$ cat src/rtl/core/pli_pkg.sv
// Package for the piecewise linear interpolator: sizes, item codes, status codes,
// state types, the queue entry type and a saturation helper. It has no dependencies.
package pli_pkg;

    localparam int MaxPoints = 64;
    localparam int IdxW = $clog2(MaxPoints);
    localparam int CntW = $clog2(MaxPoints + 1);

    typedef enum logic [1:0] {
        MODE_CLEAR  = 2'd0,
        MODE_APPEND = 2'd1,
        MODE_CLAMP  = 2'd2,
        MODE_WRAP   = 2'd3
    } mode_t;

    typedef enum logic [1:0] {
        ST_OK       = 2'd0,
        ST_FULL     = 2'd1,
        ST_NOT_INCR = 2'd2,
        ST_EMPTY    = 2'd3
    } status_t;

    // One transaction as it sits in the queue between front and back.
    typedef struct packed {
        logic [1:0]         mode;
        logic signed [31:0] x_value;
        logic signed [31:0] y_value;
    } item_t;

    typedef enum logic [4:0] {
        S_IDLE,
        S_DISPATCH,
        S_APP_RD,
        S_APP_WAIT,
        S_APP_DIV,
        S_APP_DIVRUN,
        S_APP_WR,
        S_Q_RDLAST,
        S_Q_WAITLAST,
        S_Q_WRAPDIV,
        S_Q_WRAPRUN,
        S_Q_WRAPMUL,
        S_Q_WRAPSUB,
        S_Q_RDFIRST,
        S_Q_WAITFIRST,
        S_Q_BOUNDS,
        S_Q_SRCH_RD,
        S_Q_SRCH_WAIT,
        S_Q_SEG_RD,
        S_Q_SEG_WAIT,
        S_Q_MUL,
        S_Q_SCALE,
        S_Q_SUM,
        S_RESULT
    } back_state_t;

    // Saturate a 64-bit signed value to 32 bits.
    function automatic logic signed [31:0] sat32(input logic signed [63:0] v);
        logic signed [31:0] r;
        if (v > 64'sd2147483647) begin
            r = 32'sh7fffffff;
        end else if (v < -64'sd2147483648) begin
            r = 32'sh80000000;
        end else begin
            r = v[31:0];
        end
        return r;
    endfunction

endpackage

$ cat src/rtl/core/pli_front.sv
// Front end of the interpolator: takes input transactions and holds them in a
// two-entry queue until the back end picks them up. Uses pli_pkg.
module pli_front (
    input  logic          aclk,
    input  logic          aresetn,
    input  logic          s_tvalid,
    output logic          s_tready,
    input  logic [71:0]   s_tdata,   // mode[1:0], x_value[33:2], y_value[65:34], zero pad
    output logic          q_valid,
    input  logic          q_take,
    output pli_pkg::item_t q_item
);
    import pli_pkg::*;

    item_t      slot_reg [2];
    logic       wr_ptr_reg, rd_ptr_reg;
    logic [1:0] fill_reg;
    logic       push, pop;

    assign s_tready = (fill_reg != 2'd2);
    assign push     = s_tvalid && s_tready;
    assign q_valid  = (fill_reg != 2'd0);
    assign pop      = q_take && q_valid;
    assign q_item   = slot_reg[rd_ptr_reg];

    // Queue storage
    always_ff @(posedge aclk) begin
        if (push) begin
            slot_reg[wr_ptr_reg] <= '{mode: s_tdata[1:0], x_value: s_tdata[33:2],
                                      y_value: s_tdata[65:34]};
        end
    end

    // Queue pointers
    always_ff @(posedge aclk) begin
        if (!aresetn) begin
            wr_ptr_reg <= 1'b0;
            rd_ptr_reg <= 1'b0;
            fill_reg   <= 2'd0;
        end else begin
            if (push) wr_ptr_reg <= ~wr_ptr_reg;
            if (pop)  rd_ptr_reg <= ~rd_ptr_reg;
            fill_reg <= fill_reg + {1'b0, push} - {1'b0, pop};
        end
    end

endmodule

$ cat config.mk
export PLATFORM = sky130hd
export DESIGN_NAME = pli_front
export DESIGN_NICKNAME = d
export VERILOG_FILES = /design/src/rtl/core/pli_pkg.sv /design/src/rtl/core/pli_front.sv
export SDC_FILE = /design/constraint.sdc
export NUM_CORES = 1
export LEC_CHECK = 0
export ABC_AREA = 1
export BUFFER_PORTS_ARGS = -buffer_cell sky130_fd_sc_hd__buf_2
export CAP_MARGIN = 25
export CORE_ASPECT_RATIO = 1.25
export CORE_MARGIN = 2
export CORE_UTILIZATION = 35
export CTS_CLUSTER_SIZE = 40
export DETAILED_ROUTE_END_ITERATION = 7
export PLACE_DENSITY = 0.56
export SETUP_SLACK_MARGIN = 0.3
export SLEW_MARGIN = 40
export SYNTH_ARGS = -nofsm -noshare
export SYNTH_HDL_FRONTEND = slang
export SYNTH_SLANG_ARGS = --single-unit
$ cat constraint.sdc
create_clock -name aclk -period 5.8 [get_ports aclk]
set_clock_uncertainty 0.1 [all_clocks]
set_input_delay 1.16 -clock aclk [delete_from_list [all_inputs] [get_ports aclk]]
set_output_delay 1.16 -clock aclk [all_outputs]
set_load 0.02 [all_outputs]
==> results of run 1 <==
## power breakdown
part / total (mW) / switching, mW / internal [mW]
Clock: 0.935 / 0.359 / 0.575
Sequential: 1.31 / 0.0581 / 1.26
Combinational: 0.778 / 0.439 / 0.339
Total: 3.03 / 0.856 / 2.17
## cell type report
cell class                 instances  area (um^2)
fill                            1285         7820
sequential                       137         4068
multi-input combinational         90         1015
timing repair buffer             142        755.7
clock buffer                      23        447.9
tap                              178        222.7
clock inverter                     6        52.55
inverter                           7        26.28
## path summary, 6_finish.rpt
path | slack, ns | cells past startpoint | to | startpoint
setup / recovery | 2.52 | 4 | q_item[5] | register
hold / removal | 0.40 | 2 | rd_ptr_reg | rd_ptr_reg
setup reg to reg | 3.51 | 6 | slot_reg[0][61] | fill_reg[0]
hold reg to reg | 0.40 | 2 | rd_ptr_reg | rd_ptr_reg
## critical path, stage by stage (launching register included)
cell and delay (ns):
dfxtp_4 0.60, buf_12 0.26, buf_12 0.23, mux2_2 0.36, buf_2 0.16
## kinds of logic after synthesis
logic type,after synthesis,synth area share (%)
AND/OR/NAND/NOR,20,1.526
buffers and inverters,14,1.793
AO/OA/AOI/OAI,2,0.1939
flip-flops,137,78.70
adder cells (fa/ha/maj),2,0.4845
multiplexers,66,17.30
## layer usage
metal,track usage (%),up-vias
met5,0,-
met4,6.547,0
met3,5.314,15
met2,21.65,92
met1,12.62,1273
li1,-,1248
## stage by stage
step	cell area, um^2	hold WS, ns	utilization, %
2_1_floorplan	5164	0.3675	-
3_3_place_gp	6032	0.3873	41.87
3_5_place_dp	6072	0.3955	42.14
4_1_cts	6573	0.4079	45.62
5_1_grt	6588	0.4493	45.72
6_report	6588	0.3967	45.72
## cell usage in the layout (no fill, tap or decap), drive strengths merged
master    n
a21oi     2
buf     142
bufinv    1
clkbuf   23
clkinv    5
dfxtp     5
edfxtp  132
ha        2
inv       7
mux2     66
nand2     9
nand3     3
nor2      8
==> results.toml, run 1 <==
[outcome]
status = "completed"

[finish]
layout-drive-gt1-share_pct = 57.28
syn2layout_area_growth_pct = 27.57
nNetsFinal = 473
finalNonFillerCells = 583
antenna_cells = 0
largest_reg_flops = 132

[cts]
post_cts_buffers = 0
cts-buffers-inserted = 17
postCtsHoldBufs = 0
cts.clk_slew.worst_paths_ns = 0.05
cts_resized = 0
root_buffer = "clkbuf_16"
tritoncts = "built"
htree_num_levels = 4
clk_path_buf_depth = 2
cts.sinks = 137
clk_latency_ns = 0.41

[floorplan]
core_region_area_um2 = 14410
die_y_um = 139.8
die_area_um2 = 15750
row_count = 49
die_x_um = 112.6
pin_count = 144
start_util_pct = 35.84

[synthesis]
syn_area_per_cell_um2 = 21.43
syn_area_um2 = 5164
synth_top_area_share_pct = 76.76
ys_types = 12
synthTopCellsByArea = "edfxtp_1 (77%), mux2_4 (12%), mux2_2 (5.7%), dfxtp_1 (1.9%), buf_6 (1.1%)"
syn_nets = 319
syn_inst = 241
yosysWarningCount = 0
synth-seq-cells = 137
async_flop_share_pct = 0
seq_area_frac_synth_pct = 78.70
synth_ff_type = "edfxtp_1"
synth_area_leader_cell = "edfxtp_1"
synth_commonest_cells = "edfxtp_1 (132), mux2_4 (40), mux2_2 (26)"
synth.most_common_cell = "edfxtp_1"
synth-edff-count = 132

[drt]
dr.pass1.iters = 4
wl_mm = 9.302
highest_layer = "met4"
via_per_inst = 4.508
wl_met1_mm = 3.518
drt-initial-drc-count = 92
routedWlPerCell_um = 15.96
met3WireLength_um = 697
ant_nets = 0
drc_errors = 0
route.met2.wl_mm = 4.891
vias = 2628

[global_route]
grt_pass1_wl_mm = 14.49
antenna_found_initial = 1
grt-ovfl-total = 0
grtUsageTotal_pct = 12.48
grt_max_degree = 43
first_global_vias = 2871

[timing]
fmax_mhz = 304.5
finalSetupViolCount = 0
fin_ws_ns = 2.516
layout_worst_path_cycle_share_pct = 56.62
tns_ns = 0
slew_headroom_pct = 56.60
rsz0062_at_grt = "false"
slew_viol_final = 0
layout_min_cycle_time_ns = 3.284
worstMarginPinSlew_ns = 0.6500
hold_viol = 0

[placement]
dp_hpwl_mm = 6.007
place_inst = 553
gp_congestion = 0.6622
io_buffer_count = 137
dpl_worst_slack_ns = 2.552

[worst_setup_path]
cp.required_ns = 4.54
worstSetupEndpointType = "output pin"
cp-start-kind = "register"
critPathKind = "register to output pin"
cp_max_fo = 24
cp_data_arrival_time_ns = 2.02

[min_path]
hold_path_class = "register to register"

[power]
leakagePower_nw = 2.574
power_density_nw_per_um2 = 459.4
power_mw = 3.026
vdd_drop_max_v = 0.0002766

[run]
cap_violations = 0
Power figures use the tool's default switching activity.
==> run 2, diff against run 1 <==
ABC_AREA = 0   (was 1)
clock period = 3.4 ns   (was 5.8 ns; I/O delays follow)
==> run 2 against run 1 <==
Die area shrank 0.11%. Global-route usage decreased by 0.67 points. First-iteration DRC count is 39% lower. Sequential cell count unchanged. Hold slack got worse by 0.041 ns. Worst setup slack got worse by 1.8 ns. Largest cell class unchanged. Largest power group unchanged.
==> results.toml, run 2 <==
[cts]
clk_path_buf_depth = 2
cts.clk_slew.worst_paths_ns = 0.06
postCtsHoldBufs = 0
post_cts_buffers = 0
cts.sinks = 137
htree_num_levels = 4
cts-buffers-inserted = 17
root_buffer = "clkbuf_16"
clk_latency_ns = 0.41
tritoncts = "built"
cts_resized = 0

[power]
leakagePower_nw = 2.591
vdd_drop_max_v = 0.0004282
power_density_nw_per_um2 = 809.7
power_mw = 5.430

[drt]
ant_nets = 0
wl_mm = 8.757
drt-initial-drc-count = 56
routedWlPerCell_um = 15.26
via_per_inst = 4.510
dr.pass1.iters = 4
drc_errors = 0
vias = 2589

[timing]
layout_worst_path_cycle_share_pct = 80.41
finalSetupViolCount = 0
rsz0062_at_grt = "false"
slew_viol_final = 0
worst_hold_slack_ns = 0.3553
layout_min_cycle_time_ns = 2.734
slew_headroom_pct = 61.72
hold_viol = 0
tns_ns = 0
worstMarginPinSlew_ns = 0.5742
fmax_mhz = 365.8

[placement]
dp_hpwl_mm = 5.816
io_buffer_count = 137
gp_congestion = 0.6604

[worst_setup_path]
cp.required_ns = 2.62
critPathKind = "register to output pin"
worstPathCellList = "buf_4 -> mux2_2 -> buf_2"
cp_max_fo = 28
cp_slowest_cell = "dfxtp_4"
path_delay_family = "flip-flops"
cp-start-kind = "register"
slowest_delay_ns = 0.68
cp_data_arrival_time_ns = 1.95
path_buf_inv = 2
worstSetupEndpointType = "output pin"

[synthesis]
synth.most_common_cell = "edfxtp_1"
ys_types = 18
synth_area_leader_cell = "edfxtp_1"
syn_area_per_cell_um2 = 22.52
async_flop_share_pct = 0
synth-edff-count = 132
syn_nets = 307
synthTopCellsByArea = "edfxtp_1 (77%), mux2_4 (12%), mux2_2 (5.7%), dfxtp_1 (1.9%), buf_6 (1.1%)"
synth_ff_type = "edfxtp_1"
seq_area_frac_synth_pct = 78.80
synth_commonest_cells = "edfxtp_1 (132), mux2_4 (40), mux2_2 (26)"
synth_top_area_share_pct = 76.86
synth-seq-cells = 137
syn_inst = 229
syn_area_um2 = 5157
yosysWarningCount = 0

[global_route]
first_global_vias = 2755
grt-ovfl-total = 0
grt_max_degree = 41
grtUsageTotal_pct = 11.80
antenna_found_initial = 1
grt_pass1_wl_mm = 13.91

[floorplan]
die_x_um = 112.6
row_count = 49
core_region_area_um2 = 14410
start_util_pct = 35.80
die_area_um2 = 15730
die_y_um = 139.7
pin_count = 144

[finish]
largest_reg_flops = 132
layout_common_cells = "buf_2 (137), edfxtp_1 (132), mux2_4 (40)"
layout-drive-gt1-share_pct = 60.86
layout_commonest_cell = "buf_2"
antenna_cells = 0
postLayoutCoreUtil_pct = 46.55
nNetsFinal = 462
syn2layout_area_growth_pct = 30.03
fillers = 1256

[outcome]
status = "completed"

[min_path]
hold_path_class = "primary input to register"

[run]
cap_violations = 0
-- run 2: cell count changes in the layout (fill, tap and decap cells not counted), moves of 3 or more --
cell	before	now
bufinv_16	1	4
nor2_1	7	0
clkbuf_1	6	1
nand3_1	3	0
clkinv_4	0	3
nand2_1	9	2
inv_1	6	1
xnor2_1	0	3
-- run 2: cell families after synthesis --
group	after synthesis	share of synthesized area [%]
AO/OA/AOI/OAI	1	0.1456
XOR/XNOR	3	0.5096
adder cells (fa/ha/maj)	2	0.4851
buffers and inverters	8	1.358
flip-flops	137	78.80
multiplexers	67	17.52
AND/OR/NAND/NOR	11	1.189
-- run 2: area by class of cell --
class	count	area, um^2	area share (%)
inverter	1	3.754	0.05597
tap	178	222.7	3.321
sequential	137	4068	60.65
multi-input combinational	84	1036	15.45
clock inverter	13	178.9	2.668
clock buffer	18	429.2	6.399
timing repair buffer	143	768.2	11.46
-- run 2: final timing paths --
check                                  from               to  depth (start not counted)  slack (ns)
worst max-delay path               register        q_item[1]                          3        0.67
worst min-delay path            s_tdata[51]  slot_reg[0][17]                          1        0.36
worst max register to register  fill_reg[0]      fill_reg[1]                          8        1.62
worst min register to register   wr_ptr_reg       wr_ptr_reg                          2        0.42
-- run 2: where the power goes --
group	total (mW)	switching, mW	internal [mW]
Combinational	1.32	0.716	0.607
Sequential	2.24	0.115	2.12
Clock	1.87	0.652	1.22
Total	5.43	1.48	3.95
-- run 2: worst reg2reg max path, stage by stage (launching register included) --
cell and delay (ns):
dfxtp_1 0.36, nand2b_1 0.16, nand2_1 0.15, ha_1 0.31, inv_1 0.03, ha_1 0.17
xnor2_1 0.13, xnor2_1 0.12, and2_1 0.15
-- run 2: metal layers --
metal / up-vias / GRT usage, % / wire length, um
li1: 1211 / - / -
met1: 1263 / 11.87 / 3271
met2: 96 / 20.30 / 4607
met3: 17 / 5.009 / 624
met4: 2 / 6.739 / 242
met5: - / 0 / 11
-- run 2: per-stage QoR --
stage / std cells / instance area, um^2 / setup WS, ns
2_1_floorplan: 229 / 5160 / 0.3743
3_5_place_dp: 543 / 6098 / 1.050
3_3_place_gp: 541 / 6058 / 1.061
6_report: 574 / 6706 / 0.6662
4_1_cts: 574 / 6706 / 0.6041
5_1_grt: 574 / 6706 / 0.5636
